## config.mk

```make
export PLATFORM = sky130hd
export DESIGN_NAME = group_tier_qualifier
export DESIGN_NICKNAME = d
export VERILOG_FILES = /design/src/design/gtq_pkg.sv /design/src/design/group_tier_qualifier.sv /design/src/design/gtq_front.sv /design/src/design/gtq_queue.sv /design/src/design/gtq_back.sv
export SDC_FILE = /design/constraint.sdc
export NUM_CORES = 2
export LEC_CHECK = 0
export ABC_AREA = 1
export BUFFER_PORTS_ARGS = -buffer_cell sky130_fd_sc_hd__buf_2
export CAP_MARGIN = 10
export CORE_MARGIN = 10
export CORE_UTILIZATION = 45
export CTS_BUF_LIST = sky130_fd_sc_hd__clkbuf_16
export DETAILED_ROUTE_END_ITERATION = 10
export GPL_TIMING_DRIVEN = 0
export HOLD_SLACK_MARGIN = 0.03
export SYNTH_ARGS = -nofsm -noshare
export SYNTH_HDL_FRONTEND = slang
export SYNTH_HIERARCHICAL = 1
export SYNTH_SLANG_ARGS = --single-unit
```

## constraint.sdc

```tcl
create_clock -name clk -period 13.5 [get_ports clk]
set_clock_uncertainty 0.1 [all_clocks]
set_input_delay 3.375 -clock clk [delete_from_list [all_inputs] [get_ports clk]]
set_output_delay 3.375 -clock clk [all_outputs]
set_load 0.005 [all_outputs]
```

## src/design/gtq_pkg.sv

```systemverilog
// ----------------------------------------------------------------------------
// gtq_pkg
// Shared types, constants and helper functions for the group tier qualifier.
// ----------------------------------------------------------------------------
package gtq_pkg;

	// Default widths, handed to the top level as parameter defaults
	localparam int COUNT_BITS_DEF = 16;
	localparam int STAT_BITS_DEF  = 32;

	// Fixed field widths
	localparam int Q_BITS    = 17;
	localparam int STAB_BITS = 8;
	localparam int TIER_BITS = 3;
	localparam int CAP_BITS  = 10;

	// Q1.16 unity
	localparam logic [Q_BITS-1:0] Q_ONE = 17'h10000;

	// Register reset values
	localparam logic [Q_BITS-1:0]    COH_THR_RST = 17'd45875;
	localparam logic [STAB_BITS-1:0] STAB_RST    = 8'd3;
	localparam logic [Q_BITS-1:0]    RATIO_RST   = 17'd32768;

	localparam logic [TIER_BITS-1:0] TIER_MAX = 3'd5;

	// Lower bound of tiers 1..5
	localparam int NUM_TIER_BOUNDS = 5;
	localparam logic [5:0] TIER_FLOOR [NUM_TIER_BOUNDS] = '{6'd2, 6'd4, 6'd8, 6'd16, 6'd32};

	// Register indexes (paddr[3:2])
	typedef enum logic [1:0] {
		REG_COH_THR = 2'd0,
		REG_STAB    = 2'd1,
		REG_RATIO   = 2'd2
	} reg_idx_t;

	// Outcome of the front-end checks
	typedef enum logic [1:0] {
		KIND_INVALID     = 2'd0,
		KIND_HEALTH_FAIL = 2'd1,
		KIND_COHER_FAIL  = 2'd2,
		KIND_QUALIFY     = 2'd3
	} kind_t;

	typedef struct packed {
		kind_t                 kind;
		logic [TIER_BITS-1:0]  tier;
	} class_t;

	// Configuration as seen by the front and back ends
	typedef struct packed {
		logic [Q_BITS-1:0]    coh_thr;
		logic [STAB_BITS-1:0] stab;
		logic [Q_BITS-1:0]    ratio;
	} cfg_t;

	// Raw tier of a connected count
	function automatic logic [TIER_BITS-1:0] tier_of(input logic [31:0] count);
		logic [TIER_BITS-1:0] t;
		t = '0;
		for (int i = 0; i < NUM_TIER_BOUNDS; i++) begin
			if (count >= {26'd0, TIER_FLOOR[i]}) begin
				t = TIER_BITS'(i + 1);
			end
		end
		return t;
	endfunction

	// Cumulative capability mask, two bits per tier step
	function automatic logic [CAP_BITS-1:0] cap_mask(input logic [TIER_BITS-1:0] t);
		logic [CAP_BITS-1:0] m;
		case (t)
			3'd0: m = 10'h000;
			3'd1: m = 10'h003;
			3'd2: m = 10'h00F;
			3'd3: m = 10'h03F;
			3'd4: m = 10'h0FF;
			default: m = 10'h3FF;
		endcase
		return m;
	endfunction

endpackage

```

## src/design/group_tier_qualifier.sv

```systemverilog
// ----------------------------------------------------------------------------
// group_tier_qualifier
// Qualifies group health and coherence reports and tracks an adopted tier.
// ----------------------------------------------------------------------------
// The block takes one report per clock while the queue has room, and
// returns one status item per report: the front end classifies a report
// in the accept cycle and writes it into a two-entry queue, the back end
// applies it to the tier state and statistics and registers the result.
// Sustained throughput is one report per clock while the output is not
// stalled. The output carries tuser = 1 for a rejected report, in which
// case every field shows the unchanged state. Configuration registers
// (coherence threshold at 0x0, stability count at 0x4, minimum health
// ratio at 0x8) are written through the APB port and should only change
// while no report is in flight.
module group_tier_qualifier #(
	parameter int COUNT_BITS = gtq_pkg::COUNT_BITS_DEF,
	parameter int STAT_BITS  = gtq_pkg::STAT_BITS_DEF,
	localparam int IN_RAW    = 2 * COUNT_BITS + gtq_pkg::Q_BITS,
	localparam int IN_BITS   = ((IN_RAW + 7) / 8) * 8,
	localparam int OUT_RAW   = 17 + 5 * STAT_BITS + 2 * COUNT_BITS,
	localparam int OUT_BITS  = ((OUT_RAW + 7) / 8) * 8
) (
	input  logic                clk,
	input  logic                arst_n,
	// APB configuration
	input  logic                psel,
	input  logic                penable,
	input  logic                pwrite,
	input  logic [3:0]          paddr,
	input  logic [31:0]         pwdata,
	output logic [31:0]         prdata,
	output logic                pready,
	// Reports in
	input  logic                s_tvalid,
	output logic                s_tready,
	input  logic [IN_BITS-1:0]  s_tdata,   // connected_count, healthy_count, coherence_level
	// Status out
	output logic                m_tvalid,
	input  logic                m_tready,
	output logic [OUT_BITS-1:0] m_tdata,   // tier, capability_mask, tier_pending,
	                                       // update_count, health_fail_count,
	                                       // coherence_fail_count, tier_change_count,
	                                       // violation_count, highest_tier,
	                                       // max_count_seen, min_count_seen
	output logic                m_tuser    // status
);

	localparam int QW       = $bits(gtq_pkg::class_t) + COUNT_BITS;
	localparam int HIGH_LSB = 14 + 5 * STAT_BITS;

	gtq_pkg::cfg_t          cfg_q;
	gtq_pkg::reg_idx_t      reg_idx;
	gtq_pkg::class_t        front_cls;
	gtq_pkg::class_t        back_cls;
	logic                   wr_en;
	logic                   q_full;
	logic                   q_empty;
	logic                   q_pop;
	logic [QW-1:0]          q_out;
	logic [COUNT_BITS-1:0]  back_conn;

	// Configuration registers
	assign pready  = 1'b1;
	assign reg_idx = gtq_pkg::reg_idx_t'(paddr[3:2]);
	assign wr_en   = psel && penable && pwrite && pready;

	always_ff @(posedge clk or negedge arst_n) begin
		if (!arst_n) begin
			cfg_q.coh_thr <= gtq_pkg::COH_THR_RST;
			cfg_q.stab    <= gtq_pkg::STAB_RST;
			cfg_q.ratio   <= gtq_pkg::RATIO_RST;
		end else if (wr_en) begin
			case (reg_idx)
				gtq_pkg::REG_COH_THR: cfg_q.coh_thr <= pwdata[gtq_pkg::Q_BITS-1:0];
				gtq_pkg::REG_STAB:    cfg_q.stab    <= pwdata[gtq_pkg::STAB_BITS-1:0];
				gtq_pkg::REG_RATIO:   cfg_q.ratio   <= pwdata[gtq_pkg::Q_BITS-1:0];
				default: ;
			endcase
		end
	end

	// Register readback
	always_comb begin
		case (reg_idx)
			gtq_pkg::REG_COH_THR: prdata = 32'(cfg_q.coh_thr);
			gtq_pkg::REG_STAB:    prdata = 32'(cfg_q.stab);
			gtq_pkg::REG_RATIO:   prdata = 32'(cfg_q.ratio);
			default:              prdata = '0;
		endcase
	end

	// Front end: classify on acceptance
	assign s_tready = !q_full;

	gtq_front #(
		.COUNT_BITS(COUNT_BITS)
	) u_front (
		.cfg             (cfg_q),
		.connected_count (s_tdata[COUNT_BITS-1:0]),
		.healthy_count   (s_tdata[2*COUNT_BITS-1:COUNT_BITS]),
		.coherence_level (s_tdata[IN_RAW-1:2*COUNT_BITS]),
		.cls             (front_cls)
	);

	gtq_queue #(
		.WIDTH(QW)
	) u_queue (
		.clk       (clk),
		.arst_n    (arst_n),
		.push      (s_tvalid && s_tready),
		.push_data ({front_cls, s_tdata[COUNT_BITS-1:0]}),
		.full      (q_full),
		.pop       (q_pop),
		.pop_data  (q_out),
		.empty     (q_empty)
	);

	assign back_cls  = gtq_pkg::class_t'(q_out[QW-1:COUNT_BITS]);
	assign back_conn = q_out[COUNT_BITS-1:0];

	// Back end: state update and output register
	gtq_back #(
		.COUNT_BITS (COUNT_BITS),
		.STAT_BITS  (STAT_BITS),
		.OUT_BITS   (OUT_BITS)
	) u_back (
		.clk      (clk),
		.arst_n   (arst_n),
		.stab     (cfg_q.stab),
		.q_empty  (q_empty),
		.q_cls    (back_cls),
		.q_conn   (back_conn),
		.pop      (q_pop),
		.m_tvalid (m_tvalid),
		.m_tready (m_tready),
		.m_tdata  (m_tdata),
		.m_tuser  (m_tuser)
	);

	// Adopted tier stays within range
	a_tier_range: assert property (@(posedge clk) disable iff (!arst_n)
		m_tvalid |-> (m_tdata[2:0] <= gtq_pkg::TIER_MAX))
		else $error("adopted tier out of range");

	// Capability mask follows the adopted tier
	a_cap_mask: assert property (@(posedge clk) disable iff (!arst_n)
		m_tvalid |-> (m_tdata[12:3] == gtq_pkg::cap_mask(m_tdata[2:0])))
		else $error("capability mask does not match tier");

	// Highest tier never below the adopted tier
	a_peak_tier: assert property (@(posedge clk) disable iff (!arst_n)
		m_tvalid |-> (m_tdata[HIGH_LSB +: 3] >= m_tdata[2:0]))
		else $error("highest tier below adopted tier");

endmodule

```

## src/design/gtq_front.sv

```systemverilog
// ----------------------------------------------------------------------------
// gtq_front
// Classifies an incoming update: invalid, health failure, coherence failure
// or qualifying with its raw tier.
// ----------------------------------------------------------------------------
module gtq_front #(
	parameter int COUNT_BITS = gtq_pkg::COUNT_BITS_DEF
) (
	input  gtq_pkg::cfg_t                  cfg,
	input  logic [COUNT_BITS-1:0]          connected_count,
	input  logic [COUNT_BITS-1:0]          healthy_count,
	input  logic [gtq_pkg::Q_BITS-1:0]     coherence_level,
	output gtq_pkg::class_t                cls
);

	localparam int PROD_BITS = COUNT_BITS + gtq_pkg::Q_BITS;

	logic [PROD_BITS-1:0] ratio_prod;
	logic [PROD_BITS-1:0] healthy_scaled;
	logic                 invalid;
	logic                 health_fail;

	// healthy * 2^16 against ratio * connected, exact
	assign ratio_prod     = PROD_BITS'(cfg.ratio) * PROD_BITS'(connected_count);
	assign healthy_scaled = PROD_BITS'({healthy_count, 16'd0});

	assign invalid     = (healthy_count > connected_count) ||
	                     (coherence_level > gtq_pkg::Q_ONE);
	assign health_fail = (connected_count == '0) || (healthy_scaled < ratio_prod);

	// Priority: invalid, health, coherence, then tier mapping
	always_comb begin
		cls.tier = gtq_pkg::tier_of(32'(connected_count));
		if (invalid) begin
			cls.kind = gtq_pkg::KIND_INVALID;
		end else if (health_fail) begin
			cls.kind = gtq_pkg::KIND_HEALTH_FAIL;
		end else if (coherence_level < cfg.coh_thr) begin
			cls.kind = gtq_pkg::KIND_COHER_FAIL;
		end else begin
			cls.kind = gtq_pkg::KIND_QUALIFY;
		end
	end

endmodule

```

## src/design/gtq_queue.sv

```systemverilog
// ----------------------------------------------------------------------------
// gtq_queue
// Two-entry queue between the classifying front end and the state back end.
// ----------------------------------------------------------------------------
module gtq_queue #(
	parameter int WIDTH = 8
) (
	input  logic             clk,
	input  logic             arst_n,
	input  logic             push,
	input  logic [WIDTH-1:0] push_data,
	output logic             full,
	input  logic             pop,
	output logic [WIDTH-1:0] pop_data,
	output logic             empty
);

	logic [WIDTH-1:0] entry_q [2];
	logic             wr_ptr_q;
	logic             rd_ptr_q;
	logic [1:0]       count_q;

	assign full     = (count_q == 2'd2);
	assign empty    = (count_q == 2'd0);
	assign pop_data = entry_q[rd_ptr_q];

	// Storage
	always_ff @(posedge clk) begin
		if (push) begin
			entry_q[wr_ptr_q] <= push_data;
		end
	end

	// Pointers and fill level
	always_ff @(posedge clk or negedge arst_n) begin
		if (!arst_n) begin
			wr_ptr_q <= 1'b0;
			rd_ptr_q <= 1'b0;
			count_q  <= 2'd0;
		end else begin
			if (push) begin
				wr_ptr_q <= ~wr_ptr_q;
			end
			if (pop) begin
				rd_ptr_q <= ~rd_ptr_q;
			end
			case ({push, pop})
				2'b10:   count_q <= count_q + 2'd1;
				2'b01:   count_q <= count_q - 2'd1;
				default: count_q <= count_q;
			endcase
		end
	end

endmodule

```

## src/design/gtq_back.sv

```systemverilog
// ----------------------------------------------------------------------------
// gtq_back
// Tier qualification state, statistics and the registered status output.
// ----------------------------------------------------------------------------
module gtq_back #(
	parameter int COUNT_BITS = gtq_pkg::COUNT_BITS_DEF,
	parameter int STAT_BITS  = gtq_pkg::STAT_BITS_DEF,
	parameter int OUT_BITS   = 216
) (
	input  logic                              clk,
	input  logic                              arst_n,
	input  logic [gtq_pkg::STAB_BITS-1:0]     stab,
	input  logic                              q_empty,
	input  gtq_pkg::class_t                   q_cls,
	input  logic [COUNT_BITS-1:0]             q_conn,
	output logic                              pop,
	output logic                              m_tvalid,
	input  logic                              m_tready,
	output logic [OUT_BITS-1:0]               m_tdata,
	output logic                              m_tuser
);

	localparam int TB = gtq_pkg::TIER_BITS;

	// Current state
	logic [TB-1:0]                 adopted_q, cand_q, peak_q;
	logic                          flag_q;
	logic [gtq_pkg::STAB_BITS-1:0] rep_q;
	logic [gtq_pkg::CAP_BITS-1:0]  cap_q;
	logic [STAT_BITS-1:0]          upd_q, hfail_q, cfail_q, chg_q, viol_q;
	logic [COUNT_BITS-1:0]         max_q, min_q;

	// Next state
	logic [TB-1:0]                 adopted_n, cand_n, peak_n;
	logic                          flag_n;
	logic [gtq_pkg::STAB_BITS-1:0] rep_n, rep_inc;
	logic [gtq_pkg::CAP_BITS-1:0]  cap_n;
	logic [STAT_BITS-1:0]          upd_n, hfail_n, cfail_n, chg_n, viol_n;
	logic [COUNT_BITS-1:0]         max_n, min_n;

	logic                          out_valid_q;
	logic [OUT_BITS-1:0]           out_data_q;
	logic                          out_status_q;

	// Take a request when the output register is free or being drained
	assign pop      = !q_empty && (!out_valid_q || m_tready);
	assign rep_inc  = rep_q + 8'd1;
	assign m_tvalid = out_valid_q;
	assign m_tdata  = out_data_q;
	assign m_tuser  = out_status_q;

	// Statistics and qualification for one request
	always_comb begin
		adopted_n = adopted_q;
		cand_n    = cand_q;
		peak_n    = peak_q;
		flag_n    = flag_q;
		rep_n     = rep_q;
		cap_n     = cap_q;
		upd_n     = upd_q;
		hfail_n   = hfail_q;
		cfail_n   = cfail_q;
		chg_n     = chg_q;
		viol_n    = viol_q;
		max_n     = max_q;
		min_n     = min_q;
		if (q_cls.kind != gtq_pkg::KIND_INVALID) begin
			upd_n = upd_q + STAT_BITS'(1);
			if (q_conn > max_q) begin
				max_n = q_conn;
			end
			if (q_conn < min_q) begin
				min_n = q_conn;
			end
		end
		case (q_cls.kind)
			gtq_pkg::KIND_HEALTH_FAIL: hfail_n = hfail_q + STAT_BITS'(1);
			gtq_pkg::KIND_COHER_FAIL:  cfail_n = cfail_q + STAT_BITS'(1);
			gtq_pkg::KIND_QUALIFY: begin
				if (q_cls.tier == adopted_q) begin
					rep_n  = '0;
					flag_n = 1'b0;
				end else if (!flag_q || (q_cls.tier != cand_q)) begin
					// new pending transition
					cand_n = q_cls.tier;
					rep_n  = 8'd1;
					flag_n = 1'b1;
					viol_n = viol_q + STAT_BITS'(1);
				end else if (rep_inc >= stab) begin
					// candidate stable long enough: adopt
					rep_n     = '0;
					flag_n    = 1'b0;
					adopted_n = q_cls.tier;
					chg_n     = chg_q + STAT_BITS'(1);
					cap_n     = gtq_pkg::cap_mask(q_cls.tier);
					if (q_cls.tier > peak_q) begin
						peak_n = q_cls.tier;
					end
				end else begin
					rep_n = rep_inc;
				end
			end
			default: ;
		endcase
	end

	// State registers
	always_ff @(posedge clk or negedge arst_n) begin
		if (!arst_n) begin
			adopted_q <= '0;
			cand_q    <= '0;
			peak_q    <= '0;
			flag_q    <= 1'b0;
			rep_q     <= '0;
			cap_q     <= '0;
			upd_q     <= '0;
			hfail_q   <= '0;
			cfail_q   <= '0;
			chg_q     <= '0;
			viol_q    <= '0;
			max_q     <= '0;
			min_q     <= '1;
		end else if (pop) begin
			adopted_q <= adopted_n;
			cand_q    <= cand_n;
			peak_q    <= peak_n;
			flag_q    <= flag_n;
			rep_q     <= rep_n;
			cap_q     <= cap_n;
			upd_q     <= upd_n;
			hfail_q   <= hfail_n;
			cfail_q   <= cfail_n;
			chg_q     <= chg_n;
			viol_q    <= viol_n;
			max_q     <= max_n;
			min_q     <= min_n;
		end
	end

	// Output valid
	always_ff @(posedge clk or negedge arst_n) begin
		if (!arst_n) begin
			out_valid_q <= 1'b0;
		end else if (pop) begin
			out_valid_q <= 1'b1;
		end else if (m_tready) begin
			out_valid_q <= 1'b0;
		end
	end

	// Output payload: post-update state, packed from the lowest bit up
	always_ff @(posedge clk) begin
		if (pop) begin
			out_status_q <= (q_cls.kind == gtq_pkg::KIND_INVALID);
			out_data_q   <= OUT_BITS'({min_n, max_n, peak_n, viol_n, chg_n, cfail_n,
			                           hfail_n, upd_n, flag_n, cap_n, adopted_n});
		end
	end

endmodule

```

==> flow_metrics.tcl <==
set metrics [dict create \
    criticalPathCategory "input port to flop" \
    crit_top_cell "fa_1" \
    fmax_ghz 0.0907 \
    ant_nets 0 \
    hold_slack_ns 0.370 \
    ys_types 65 \
    setup_viol 0 \
    gp_congestion 0.910 \
    highest-signal-layer "met5" \
    grtUsageTotal_pct 22.1 \
    drtPass1Iterations 6 \
    drc_errors 0 \
    die_area_um2 91700 \
    areaGrowthSynthToFinish_pct 13.9 \
    endpoint_kind "flop" \
    hp-class "flop to flop" \
    fin_nets 5120 \
    final_max_slew_viol_count 0 \
    avgRoutedWirePerCell_um 17.9 \
    cts_tree "done" \
    synthCells 4223 \
    grt-ovfl-total 0 \
    grt_first_pass_wirelength_um 160000 \
    critical_path.startpoint_type "input port" \
    drt_iter0_markers 1892 \
    arrival_ns 11.25 \
    cts.repair.resized 0 \
    dpl.hpwl_um 80500 \
    die_height_um 303 \
    clkLatencyLatePin_ns 0.64 \
    slew_headroom_pct 26.7 \
    seq_area_frac_synth_pct 39.7 \
    grt_pass1_vias 28000 \
    ys_async_sr_fraction_pct 51.4 \
    synth_edf_count 252 \
    yosys_warnings 6 \
    grt_max_degree 107 \
    ys_seq_elements 519 \
    wl_met3_um 5710 \
    antenna_found_initial 5 \
    cts_made_buffers 56 \
    synth_area_um2 36000 \
    ir_drop_mv 0.897 \
    power.density_nw_per_um2 287 \
    cts_sinks 519 \
    vias_per_cell 4.93 \
    drive_above_1_share_pct 12.9 \
    crit_slowest_cell "buf_1" \
    postSynthAreaPerCell_um2 8.53 \
    rows 103 \
    route.met2.wl_um 49100 \
    final_cells 5711 \
    wl_met1_um 44200 \
    routed_wl_um 102000 \
    status "finished, final reports clean" \
    worst_pin_slew_ns 1.10 \
    cts_setup_buffers 0 \
    ios 351 \
    total_leakage_power_nw 20.6 \
    nFillCells 7526 \
    required_ns 13.73 \
    clock_tree.buffer_depth 3 \
    placed_cells 5603 \
    critPathMaxFanout 10 \
    port_buffers 303 \
    root_buffer "clkbuf_16" \
    totalPowerFinal_mw 11.8 \
    multiInputGateArea_um2 18000 \
    hold_buffers 0 \
    rsz0062_at_grt "false" \
    critPathMaxStageDelay_ns 0.67 \
    finalHoldViolCount 0 \
    min_period_ns 11.02 \
    period_share_pct 81.6 \
    drv_cap 0 \
    htreeDepth 2 \
    core-area_um2 79100 \
    clkSlewWorstSetupHoldPaths_ns 0.06 \
    die_w_um 303 \
    start_util_pct 45.5 \
    ff_latch_area_um2 14300 \
    vias 28100 \
    synthFlopType "edfxtp_1" \
]
## through the flow
step                worst slack (ns)  setup TNS, ns  cell area (µm²)  utilization [%]
floorplan                       2.07              0            36100                -
global placement               -1.90        -209.76            38900             49.2
detailed placement              2.07              0            39100             49.4
CTS                             2.66              0            41000             51.8
global route                    2.12              0            41000             51.8
finish                          2.48              0            41000             51.8
## sequential cells by signal (all words and copies together), names as in the netlist, 16 cells and up
name and cells:
u_back/viol_q 32, u_queue/entry_q 42, u_back/m_tdata 209, u_back/chg_q 32
cfg_q 42, u_back/hfail_q 32, u_back/upd_q 32, u_back/cfail_q 32
u_back/max_q 16, u_back/min_q 16
## power breakdown
part	total [mW]	internal [mW]	switching, mW
clock	1.59	0.934	0.659
combinational	7.72	2.83	4.89
sequential	2.44	2.25	0.191
## placed cells by master, fill, tap and decap left out, types with 8 or more instances in the layout
cell type and n:
a21oi_1 62, a31oi_1 8, and2_1 37, buf_1 21, buf_2 310, buf_4 24
buf_6 9, bufinv_16 9, clkbuf_1 91, clkbuf_16 56, clkinv_1 12, clkinv_2 8
conb_1 23, dfrtp_1 239, dfstp_2 28, edfxtp_1 252, fa_1 208, ha_1 202
inv_1 784, inv_2 10, nand2_1 1278, nand2_2 21, nand3_1 170, nand4_1 64
nor2_1 188, nor2_2 19, nor2_4 16, nor3_1 45, nor4_1 12, o21ai_0 166
o21ai_2 25, xnor2_1 26, xor2_1 121
## cells by family (layout without fill, tap and decap cells)
group,count (synthesis),after routing,synth area share [%]
AND/OR/NAND/NOR,1885,1885,22.4
buffers and inverters,945,1361,10.5
flip-flops,519,519,39.7
adder cells (fa/ha/maj),410,410,18.6
AO/OA/AOI/OAI,309,309,5.07
XOR/XNOR,152,152,3.80
other,3,25,0.0313
## path summary, 6_finish.rpt
path,cells after the start,start,endpoint,slack (ns)
max reg2reg,35,cfg_q[5],u_queue/entry_q[1][20],4.88
min in group asynchronous,1,arst_n,u_back/viol_q[6],2.60
max in group asynchronous,2,arst_n,cfg_q[27],9.66
min reg2reg,2,u_back/min_q[2],u_back/min_q[2],0.37
min,2,u_back/min_q[2],u_back/min_q[2],0.37
max,35,s_tdata[9],u_queue/entry_q[1][20],2.48
## layer usage
metal,global-route usage (%),up-vias
met5,0,-
met4,6.66,6
met3,2.84,162
met2,37.3,792
met1,29.5,13400
li1,-,13800
## cell type report
| class | instances | share of cell area (%) |
|---|---|---|
| antenna | 2 | 0.0122 |
| buffer | 156 | 1.95 |
| sequential | 519 | 34.8 |
| multi-input combinational | 2779 | 44.0 |
| tap | 1050 | 3.20 |
| clock inverter | 50 | 1.30 |
| clock buffer | 56 | 3.42 |
| inverter | 789 | 7.24 |
| timing repair buffer | 310 | 4.11 |
## Yosys cell counts, types with 7 or more instances
| library cell | n | share of area [%] |
|---|---|---|
| nor4_1 | 12 | 0.21 |
| clkbuf_1 | 92 | 0.96 |
| nor3_1 | 45 | 0.63 |
| inv_1 | 775 | 8.1 |
| o21ai_2 | 25 | 0.61 |
| a21oi_1 | 62 | 0.86 |
| nor2_4 | 16 | 0.50 |
| nor2_2 | 18 | 0.31 |
| and2_1 | 37 | 0.64 |
| dfstp_2 | 28 | 2.0 |
| fa_1 | 208 | 12 |
| nand2_1 | 1278 | 13 |
| inv_2 | 10 | 0.10 |
| ha_1 | 202 | 7.0 |
| nand4_1 | 64 | 1.1 |
| o21a_1 | 7 | 0.15 |
| nand3b_1 | 7 | 0.15 |
| xor2_1 | 121 | 2.9 |
| nor2_1 | 189 | 2.0 |
| buf_4 | 24 | 0.50 |
| a31oi_1 | 8 | 0.14 |
| o21ai_0 | 166 | 2.3 |
| nand3_1 | 170 | 2.4 |
| buf_1 | 21 | 0.22 |
| buf_6 | 9 | 0.28 |
| edfxtp_1 | 252 | 21 |
| buf_2 | 7 | 0.097 |
| dfrtp_1 | 239 | 17 |
| xnor2_1 | 26 | 0.63 |
| nand2_2 | 21 | 0.36 |
## worst max-delay path, delay by kind of cell
family                   cells  cell delay, ns
buffers and inverters        8            1.66
adder cells (fa/ha/maj)      8            3.86
AO/OA/AOI/OAI                9            1.19
AND/OR/NAND/NOR             10            1.14
Note: power is estimated with default switching activity, not from simulation.
